===== config.mk =====
export PLATFORM = sky130hd
export DESIGN_NAME = lru_page_replacement_top
export DESIGN_NICKNAME = d
export VERILOG_FILES = /design/src/hw/rtl/lpr_pkg.sv /design/src/hw/rtl/lpr_cell.sv /design/src/hw/rtl/lru_page_replacement_top.sv
export SDC_FILE = /design/constraint.sdc
export NUM_CORES = 1
export LEC_CHECK = 0
export BUFFER_PORTS_ARGS = -buffer_cell sky130_fd_sc_hd__buf_2
export CAP_MARGIN = 20
export CORE_UTILIZATION = 60
export CTS_CLUSTER_SIZE = 28
export DETAILED_ROUTE_END_ITERATION = 6
export GPL_ROUTABILITY_DRIVEN = 0
export PLACE_DENSITY = 0.75
export SLEW_MARGIN = 10
export SYNTH_ARGS = -nofsm -noshare
export SYNTH_HDL_FRONTEND = slang
export SYNTH_SLANG_ARGS = --single-unit

===== constraint.sdc =====
create_clock -name clk -period 15.6 [get_ports clk]
set_input_delay 0 -clock clk [delete_from_list [all_inputs] [get_ports clk]]
set_output_delay 0 -clock clk [all_outputs]
set_load 0.05 [all_outputs]

===== src/hw/rtl/lpr_pkg.sv =====
package lpr_pkg;

	localparam int unsigned MAX_FRAMES_DEF = 16;
	localparam int unsigned PAGE_BITS_DEF  = 8;
	localparam int unsigned CFG_W          = 5;
	localparam logic [CFG_W-1:0] FRAME_COUNT_RST = 5'd4;

	localparam logic KIND_REF   = 1'b0;
	localparam logic KIND_CLEAR = 1'b1;

	typedef struct packed {
		logic       kind;
		logic [7:0] page;
	} lpr_in_t;

	typedef struct packed {
		logic        hit;
		logic        evicted_valid;
		logic [7:0]  evicted_page;
		logic [15:0] fault_total;
	} lpr_out_t;

	// per-beat control broadcast to every cell
	typedef struct packed {
		logic we;
		logic found;
		logic full;
	} lpr_ctl_t;

endpackage


===== src/hw/rtl/lpr_cell.sv =====
module lpr_cell #(
	parameter int unsigned IDX       = 0,
	parameter int unsigned CNT_W     = 5,
	parameter int unsigned PAGE_BITS = lpr_pkg::PAGE_BITS_DEF
) (
	input  logic                 clk,
	input  logic [PAGE_BITS-1:0] pg,
	input  logic [PAGE_BITS-1:0] page_up,
	input  logic                 seen_in,
	input  logic [CNT_W-1:0]     live,
	input  logic [CNT_W-1:0]     top,
	input  lpr_pkg::lpr_ctl_t    ctl,
	output logic [PAGE_BITS-1:0] page,
	output logic                 seen_out
);
	import lpr_pkg::*;

	logic [PAGE_BITS-1:0] page_q;
	logic                 in_live;
	logic                 match;
	logic                 ge_from;
	logic                 at_top;
	logic                 below_top;

	assign in_live   = CNT_W'(IDX) < live;
	assign match     = in_live && (page_q == pg);
	assign seen_out  = seen_in | match;
	assign at_top    = CNT_W'(IDX + 1) == top;
	assign below_top = CNT_W'(IDX + 1) < top;
	// lower bound of the shift window
	assign ge_from   = ctl.found ? seen_out : (ctl.full | ~in_live);
	assign page      = page_q;

	always_ff @(posedge clk) begin
		if (ctl.we) begin
			if (at_top) begin
				page_q <= pg;
			end else if (ge_from && below_top) begin
				page_q <= page_up;
			end
		end
	end

endmodule


===== src/hw/rtl/lru_page_replacement_top.sv =====
// fully associative lru page frame store built as a row of frame cells
// in channel: in_valid / in_stall / in_data, one beat is a page reference or a
//   clear (kind), each beat produces exactly one beat on the out channel
// out channel: out_valid / out_stall / out_data with hit, evicted page and
//   the saturating fault count since the last clear
// cfg channel: cfg_valid / cfg_ready / cfg_data writes frame_count, always ready;
//   zero acts as one frame, values above MAX_FRAMES act as MAX_FRAMES
// output: the registered result appears in the cycle after the input beat is taken
// throughput: one beat per cycle while out_stall is low; every cell compares and
//   shifts at once, so the rate is bounded by the match ripple along the row
// when the receiver stalls, the held result blocks the input channel
//   (in_stall follows out_valid and out_stall) until it is taken
// reset: occupancy and fault count clear, frame_count returns to 4, the
//   output register empties; frame contents stay unknown and are never
//   read before written since only occupied slots are compared
module lru_page_replacement_top #(
	parameter int unsigned MAX_FRAMES = lpr_pkg::MAX_FRAMES_DEF,
	parameter int unsigned PAGE_BITS  = lpr_pkg::PAGE_BITS_DEF
) (
	input  logic                           clk,
	input  logic                           arst_n,
	input  logic                           in_valid,
	output logic                           in_stall,
	input  lpr_pkg::lpr_in_t               in_data,
	output logic                           out_valid,
	input  logic                           out_stall,
	output lpr_pkg::lpr_out_t              out_data,
	input  logic                           cfg_valid,
	output logic                           cfg_ready,
	input  logic [lpr_pkg::CFG_W-1:0]      cfg_data
);
	import lpr_pkg::*;

	// count width must hold both MAX_FRAMES and the raw register value
	localparam int unsigned OCC_W = $clog2(MAX_FRAMES + 1);
	localparam int unsigned CW    = (OCC_W > CFG_W) ? OCC_W : CFG_W;

	logic [CFG_W-1:0]     frame_count_q;
	logic [CW-1:0]        occ_q;
	logic [15:0]          fault_q;
	logic                 out_valid_q;
	lpr_out_t             out_q;

	logic                 take;
	logic                 is_ref;
	logic [PAGE_BITS-1:0] pg;
	logic [CW-1:0]        fc_w;
	logic [CW-1:0]        eff;
	logic [CW-1:0]        live;
	logic [CW-1:0]        top;
	logic                 found;
	logic                 full;
	logic [15:0]          fault_nxt;
	lpr_ctl_t             ctl;

	logic [PAGE_BITS-1:0] pages [MAX_FRAMES];
	logic [MAX_FRAMES:0]  seen;

	assign cfg_ready = 1'b1;
	assign in_stall  = out_valid_q & out_stall;
	assign take      = in_valid & ~in_stall;
	assign is_ref    = (in_data.kind == KIND_REF);
	assign pg        = PAGE_BITS'(in_data.page);

	// effective frame count
	assign fc_w = CW'(frame_count_q);
	always_comb begin
		if (fc_w == '0) begin
			eff = CW'(1);
		end else if (fc_w > CW'(MAX_FRAMES)) begin
			eff = CW'(MAX_FRAMES);
		end else begin
			eff = fc_w;
		end
	end

	assign live  = (occ_q < eff) ? occ_q : eff;
	assign found = seen[MAX_FRAMES];
	assign full  = ~found && (live == eff);

	// one past the highest slot touched by this reference
	always_comb begin
		if (found) begin
			top = live;
		end else if (full) begin
			top = eff;
		end else begin
			top = live + CW'(1);
		end
	end

	assign ctl.we    = take & is_ref;
	assign ctl.found = found;
	assign ctl.full  = full;

	assign fault_nxt = (fault_q == 16'hFFFF) ? fault_q : fault_q + 16'd1;

	// match chain: slot 0 (least recent) at the bottom
	assign seen[0] = 1'b0;
	for (genvar i = 0; i < MAX_FRAMES; i++) begin : g_cell
		logic [PAGE_BITS-1:0] up;
		if (i == MAX_FRAMES - 1) begin : g_last
			assign up = pages[i];
		end else begin : g_mid
			assign up = pages[i+1];
		end
		lpr_cell #(
			.IDX       (i),
			.CNT_W     (CW),
			.PAGE_BITS (PAGE_BITS)
		) u_cell (
			.clk      (clk),
			.pg       (pg),
			.page_up  (up),
			.seen_in  (seen[i]),
			.live     (live),
			.top      (top),
			.ctl      (ctl),
			.page     (pages[i]),
			.seen_out (seen[i+1])
		);
	end

	always_ff @(posedge clk or negedge arst_n) begin
		if (!arst_n) begin
			frame_count_q <= FRAME_COUNT_RST;
			occ_q         <= '0;
			fault_q       <= '0;
			out_valid_q   <= 1'b0;
		end else begin
			if (cfg_valid && cfg_ready) begin
				frame_count_q <= cfg_data;
			end
			if (take) begin
				out_valid_q <= 1'b1;
				if (!is_ref) begin
					occ_q   <= '0;
					fault_q <= '0;
				end else if (found) begin
					occ_q <= live;
				end else begin
					occ_q   <= top;
					fault_q <= fault_nxt;
				end
			end else if (!out_stall) begin
				out_valid_q <= 1'b0;
			end
		end
	end

	// result beat payload
	always_ff @(posedge clk) begin
		if (take) begin
			if (!is_ref) begin
				out_q <= '0;
			end else begin
				out_q.hit           <= found;
				out_q.evicted_valid <= full;
				out_q.evicted_page  <= full ? 8'(pages[0]) : 8'd0;
				out_q.fault_total   <= found ? fault_q : fault_nxt;
			end
		end
	end

	assign out_valid = out_valid_q;
	assign out_data  = out_q;

endmodule


Word level (Yosys, flattened, before mapping)
Cells that the tools add are included.
- $add $sub $neg: 2
- magnitude comparators: 33
- mux-type cells: 57
- bitwise operators: 52
- equality and inequality tests: 35
- reduce and logical (&&, ||, !) cells: 65
- operators by type and width (cell ; count):
    8-bit two-way mux ; 30
    8-bit equality test ; 16
    4-bit by 5-bit < comparator with 1-bit output (first input constant) ; 16
    16-bit two-way mux ; 3
    4-bit by 5-bit equality test with 1-bit output (first input constant) ; 8
    3-bit by 5-bit < comparator with 1-bit output (first input constant) ; 8
    5-bit two-way mux ; 7
    1-bit logical AND ; 32
    2-bit AND reduction ; 16
    1-bit bitwise OR ; 30
    2-bit nonzero test ; 15
    3-bit by 5-bit equality test with 1-bit output (first input constant) ; 4
    2-bit by 5-bit < comparator with 1-bit output (first input constant) ; 4
    1-bit inverter ; 19
    1-bit two-way mux ; 17
    16-bit by 1-bit adder with 16-bit output (second input constant) ; 1
    16-bit equality test (second input constant) ; 1
    1-bit by 5-bit < comparator with 1-bit output (first input constant) ; 3
    2-bit by 5-bit equality test with 1-bit output (first input constant) ; 2
    5-bit by 1-bit adder with 5-bit output (second input constant) ; 1
    1-bit by 5-bit equality test with 1-bit output (first input constant) ; 1
    5-bit equality test ; 1
    5-bit equality test (first input constant) ; 1
    5-bit > comparator (second input constant) ; 1
    other kinds (5) ; 7
- input port bits: 19
- bits in registers: 181
- word-level logic and storage cells: 268
- output and inout bits: 29

Depth between registers and ports, before layout
- depth after elaboration: 30
- gate-level depth with buffers: 20
- depth with buffers taken out: 17

Modules after synthesis
Synthesis repeated with hierarchy kept, for this count alone.
- cells, all modules: 912
- area, all modules: 11213.3 um2
- modules (own cells, without submodules) (module ; cells each ; seq. area each (um2) ; times used ; area an instance (um2)):
    lru_page_replacement_top ; 322 ; 1457.6 ; 1 ; 3148.0
    lpr_cell (g_cell[10].u_cell) ; 37 ; 240.2 ; 1 ; 531.8
    lpr_cell (g_cell[0].u_cell) ; 42 ; 240.2 ; 1 ; 530.5
    lpr_cell (g_cell[8].u_cell) ; 40 ; 240.2 ; 1 ; 513.0
    lpr_cell (g_cell[15].u_cell) ; 35 ; 240.2 ; 1 ; 511.7
    lpr_cell (g_cell[4].u_cell) ; 41 ; 240.2 ; 1 ; 511.7
    lpr_cell (g_cell[14].u_cell) ; 35 ; 240.2 ; 1 ; 505.5
    lpr_cell (g_cell[3].u_cell) ; 36 ; 240.2 ; 1 ; 504.2
    lpr_cell (g_cell[6].u_cell) ; 35 ; 240.2 ; 1 ; 504.2
    lpr_cell (g_cell[12].u_cell) ; 38 ; 240.2 ; 1 ; 503.0
    lpr_cell (g_cell[9].u_cell) ; 36 ; 240.2 ; 1 ; 500.5
    lpr_cell (g_cell[2].u_cell) ; 36 ; 240.2 ; 1 ; 496.7
    lpr_cell (g_cell[1].u_cell) ; 36 ; 240.2 ; 1 ; 494.2
    lpr_cell (g_cell[5].u_cell) ; 36 ; 240.2 ; 1 ; 493.0
    +3 rows ; - ; - ; - ; -

Worst setup path after synthesis
No wires, ideal clock.
- kind: register to register
- start point: register frame_count_q[4], in the netlist fc_w[4]
- end point: register g_cell[5].u_cell.page_q[0] (enable)
- cell stages (with the launch flop): 17
- path slack: 10.428 ns
- path buffers: 4
- period minus slack after synthesis: 5.172 ns
- arrival time: 4.796 ns
- required time: 15.225 ns
- library setup time: 0.375 ns
- path through: dfrtp_1 > clkbuf_1 > clkinv_1 > ha_1 > nand4_1 > a221o_1 > buf_6 > a221oi_1 > o31ai_1 > a2111oi_2 > nand3_1 > nor3_4 > clkbuf_1 > clkbuf_1 > a311oi_1 > or2_2 > a21oi_1
- word-level cells in the longest chain between the ends: 30
- elaborated cells on any way between the ends: 67
- classes of those cells: 1 x add/sub; 19 x order compare; 2 x eq/ne; 6 x mux; 18 x bitwise; 21 x reduce/logical
- ends and longest elaborated chain (element ; RTL line ; text):
    from (decl) ; lru_page_replacement_top.sv:38 ; logic [CFG_W-1:0] frame_count_q;
    from (signal assigned) ; lru_page_replacement_top.sv:132 ; frame_count_q <= cfg_data;
    5-bit > comparator ; lru_page_replacement_top.sv:70 ; end else if (fc_w > CW'(MAX_FRAMES)) begin
    5-bit two-way mux ; lru_page_replacement_top.sv:70 ;
    5-bit two-way mux (*) ; lru_page_replacement_top.sv:68 ; if (fc_w == '0) begin
    5-bit < comparator ; lru_page_replacement_top.sv:77 ; assign live = (occ_q < eff) ? occ_q : eff;
    5-bit two-way mux ; lru_page_replacement_top.sv:77 ;
    1-bit by 5-bit < comparator with 1-bit output ; lpr_cell.sv:25 ; assign in_live = CNT_W'(IDX) < live;
    1-bit logical AND ; lpr_cell.sv:26 ; assign match = in_live && (page_q == pg);
    1-bit bitwise OR (15 in a row) ; lpr_cell.sv:27 ; assign seen_out = seen_in | match;
    1-bit inverter ; lru_page_replacement_top.sv:79 ; assign full = ~found && (live == eff);
    1-bit logical AND ; lru_page_replacement_top.sv:79 ;
    5-bit two-way mux ; lru_page_replacement_top.sv:85 ; end else if (full) begin
    5-bit two-way mux ; lru_page_replacement_top.sv:83 ; if (found) begin
    3-bit by 5-bit < comparator with 1-bit output ; lpr_cell.sv:29 ; assign below_top = CNT_W'(IDX + 1) < top;
    1-bit logical AND ; lpr_cell.sv:38 ; end else if (ge_from && below_top) begin
    2-bit nonzero test (no source line) (*) ; - ;
    2-bit AND reduction (no source line) (*) ; - ;
    to (signal assigned) ; lpr_cell.sv:37 ; page_q <= pg;
    to (signal assigned) ; lpr_cell.sv:39 ; page_q <= page_up;
    to (decl) ; lpr_cell.sv:18 ; logic [PAGE_BITS-1:0] page_q;
Every way passes the cells marked *; elsewhere a longest branch is shown, timed or not.
A chain may end at the register's enable or synchronous reset.

Worst setup path in the final report
- start point: register frame_count_q[4], in the netlist fc_w[4]
- end point: register g_cell[10].u_cell.page_q[4] (enable)
- word-level cells in the longest chain between the ends: 30
- elaborated cells on any way between the ends: 67
- classes of those cells: 1 x add/sub; 19 x order compare; 2 x eq/ne; 6 x mux; 18 x bitwise; 21 x reduce/logical
- ends and longest elaborated chain (element ; RTL line):
    5-bit > comparator ; lru_page_replacement_top.sv:70
    5-bit two-way mux ; lru_page_replacement_top.sv:70
    5-bit two-way mux (*) ; lru_page_replacement_top.sv:68
    5-bit < comparator ; lru_page_replacement_top.sv:77
    5-bit two-way mux ; lru_page_replacement_top.sv:77
    1-bit by 5-bit < comparator with 1-bit output ; lpr_cell.sv:25
    1-bit logical AND ; lpr_cell.sv:26
    1-bit bitwise OR (15 in a row) ; lpr_cell.sv:27
    1-bit inverter ; lru_page_replacement_top.sv:79
    1-bit logical AND ; lru_page_replacement_top.sv:79
    5-bit two-way mux ; lru_page_replacement_top.sv:85
    5-bit two-way mux ; lru_page_replacement_top.sv:83
    4-bit by 5-bit < comparator with 1-bit output ; lpr_cell.sv:29
    1-bit logical AND ; lpr_cell.sv:38
    2-bit nonzero test (no source line) (*) ; -
    2-bit AND reduction (no source line) (*) ; -
    to (signal assigned) ; lpr_cell.sv:37
    to (signal assigned) ; lpr_cell.sv:39
    to (decl) ; lpr_cell.sv:18
Marks and branches as above.

==> metrics.cfg <==
[routing]
drtPass1Iterations = 6
wl_um = 23600
via_count = 7562
drc = 0
antenna_left = 0
drtIter0Drc = 726
wl_per_cell_um = 19.5
avgViaCountPerCell = 6.23

[power_and_ir_drop]
p_switching_uw = 811
swShare_pct = 38.3
power.density_nw_per_um2 = 178
power_frac_comb_pct = 42.9
p_clk_share_pct = 20.3
seqPwrFrac_pct = 36.8
leakagePower_nw = 4.33
peakVddDrop_mv = 0.131
internal_power_mw = 1.31

[sta]
period_share_pct = 42.8
hold-worst-slack_ns = 0.126
fin_crit_ns = 6.68
hold_viol = 0
setup_viol_count_final = 0
fin_setup_tns_ns = 0
slew_headroom_pct = 32.0
skew_ns = 0.0153
worst_slack_ns = 8.92
fmax_mhz = 150
rsz0062_at_grt = false
drv_slew = 0
tightest_slew_ns = 1.02

[yosys]
yosysMostFrequentCell = edfxtp_1
async_flop_share_pct = 14.9
synth_area_leader_cell = edfxtp_1
synth_fp_nets = 969
avgSynthCellArea_um2 = 11.4
seq_area_frac_synth_pct = 49.2
synth_warnings = 0
synth_ff_type = edfxtp_1
synth_area_um2 = 10800
synth.area.top_cells = edfxtp_1, mux2_2, dfrtp_1
synth_cells = 944
ys_seq_elements = 181
synth.top_cell.area_share_pct = 42.9
synth_common_cells = edfxtp_1, mux2_2, xnor2_1
ys_types = 70
synth_edf_count = 154

[finish]
n_antenna_cell = 0
layout-drive-gt1-share_pct = 22.8
nFillCells = 1261
utilization_pct = 68.2
final_cell_area_um2 = 11900
final_net_count = 1001
area_delta_synth_final_pct = 10.2

[worst_setup_path]
crit_path_max_fanout = 26
critical_path.slowest_cell = nor3_4
critical-path-top-delay-family = compound AO/OA/AOI/OAI gates
cp-end-kind = flip-flop
cp_slowest_stage_delay_ns = 0.93
worstSetupPathType = reg2reg
critical_path_required_ns = 15.66
cpMostUsedCell = clkinv_1
critical_path.startpoint_type = flip-flop
worstPathArrival_ns = 6.74
crit_path_cell_trace = clkinv_1 -> ha_1 -> a41o_1 -> a21o_1 -> a211o_1 -> clkinv_1 -> o211a_1 -> o22ai_1 -> o211ai_1 -> nor3_4 -> mux2i_1 -> nand3_1 -> a21oi_1
cp_num_buf_inv = 2

[run]
drv_cap = 0

[clocking]
cts_max_level = 4
root_buffer = clkbuf_16
cts_tree = done
clock_latency_ns = 0.44
clock_sinks = 181
max-clock-path-buffers = 2
cts_made_buffers = 17
clk_pin_slew_ns = 0.07

[grt]
grt_overflow = 0
grt_pass1_wl_um = 38200
antenna_found_initial = 0
grt_use_met2_pct = 44.7
grt_start_max_net_pins = 37
grtUsageTotal_pct = 27.2
met3_usage_pct = 4.92
top_usage_layer = met2
grtUsageMet1_pct = 35.0
first_global_vias = 7376

[floorplan]
rows = 48
ios = 48
die_y_um = 136
core_um2 = 17400
die_x_um = 136
start_util_pct = 61.9
die_area_um2 = 18500

[worst_hold_path]
hold_path.class = in2reg

[place]
dpl-instance-area_um2 = 11100
hpwl_um = 16100
portBuffers = 46
dp_slack_ns = 9.17

[outcome]
status = finished, final reports clean

## area by class of cell
type / count / area, µm² / area share (%)
flip-flops and latches: 181 / 5300 / 44.6
well taps: 225 / 282 / 2.37
repair buffers: 71 / 470 / 3.96
multi-input cells: 688 / 5180 / 43.6
inverters: 17 / 63.8 / 0.537
clock inverters: 13 / 148 / 1.24
clock buffers: 19 / 433 / 3.64
## kinds of logic after synthesis
family                   after synthesis  share of synthesized area, %
other                                  1                        0.0348
buffers and inverters                 75                          2.85
XOR/XNOR                             141                          11.5
AO/OA/AOI/OAI                        149                          8.89
AND/OR/NAND/NOR                      246                          12.0
adder cells (fa/ha/maj)                6                         0.696
flip-flops                           181                          49.2
multiplexers                         145                          14.9
## final timing paths
kind,from,endpoint,slack (ns),cells after the start
max in group asynchronous,arst_n,occ_q[2]$_DFFE_PN0P_,15.05,2
setup reg to reg,fc_w[4]$_DFFE_PN0P_,g_cell[10].u_cell.page[4]$_DFFE_PP_,8.92,13
hold reg to reg,fault_q[1]$_DFFE_PN0P_,fault_q[1]$_DFFE_PN0P_,0.54,2
min in group asynchronous,arst_n,fault_q[12]$_DFFE_PN0P_,0.14,2
hold / removal,in_data[8],fault_q[9]$_DFFE_PN0P_,0.13,2
setup / recovery,fc_w[4]$_DFFE_PN0P_,g_cell[10].u_cell.page[4]$_DFFE_PP_,8.92,13
## layer usage
layer	vias up	routed length [µm]
met3	78	1290
met1	3671	10100
li1	3548	-
met2	265	11500
met5	-	0
met4	0	819
## power by group through the flow
stage               clock network (mW)  registers [mW]  logic (mW)
floorplan                            0           0.788       0.680
global placement                     0           0.786       0.868
detailed placement                   0           0.788       0.878
CTS                              0.435           0.779       0.891
global route                     0.453           0.791       0.984
finish                           0.430           0.780       0.908
## sequential cells by signal (all words and copies together) (netlist names)
signal / cells
out_valid: 1
fault_q: 16
out_data: 26
g_cell.u_cell.page: 128
occ_q: 5
fc_w: 5
## stage by stage
step                      total power, mW  std cells
after floorplan                      1.47        944
after global placement               1.65       1166
after detailed placement             1.67       1166
after CTS                            2.10       1212
after global routing                 2.23       1214
final                                2.12       1214
## cells in the final DEF (no fill, tap or decap), types with 7 or more instances in the layout
cell type      synthesis  routed
and2_1                15      15
dfrtp_1               26      26
inv_1                 14      14
mux2_2               119     119
nand4_1               21      21
nor2_1                58      58
clkbuf_16              0      17
nand2_1               63      63
nor3_1                 9       9
o21a_1                 7       7
or2_2                  7       7
o22ai_1                7       7
buf_2                 12      47
o31ai_1               10      10
dlygate4sd3_1          0      14
mux2_1                 8       8
xor2_1                68      68
nand3_1               17      17
o21ai_0               36      36
mux2i_1               18      18
edfxtp_1             154     154
buf_4                  1       9
xnor2_1               73      73
a21oi_1               43      43
nor4_1                17      17
## timing repair
| action | 4_1_cts | 5_1_grt |
|---|---|---|
| hold buffers | 14 | 0 |
| endpoints found under the setup margin | 0 | 0 |
| resized for setup | 0 | 0 |
| buffers inserted | 0 | 0 |
| endpoints found under the hold margin | 33 | 0 |
Note: power is estimated with default switching activity, not from simulation.
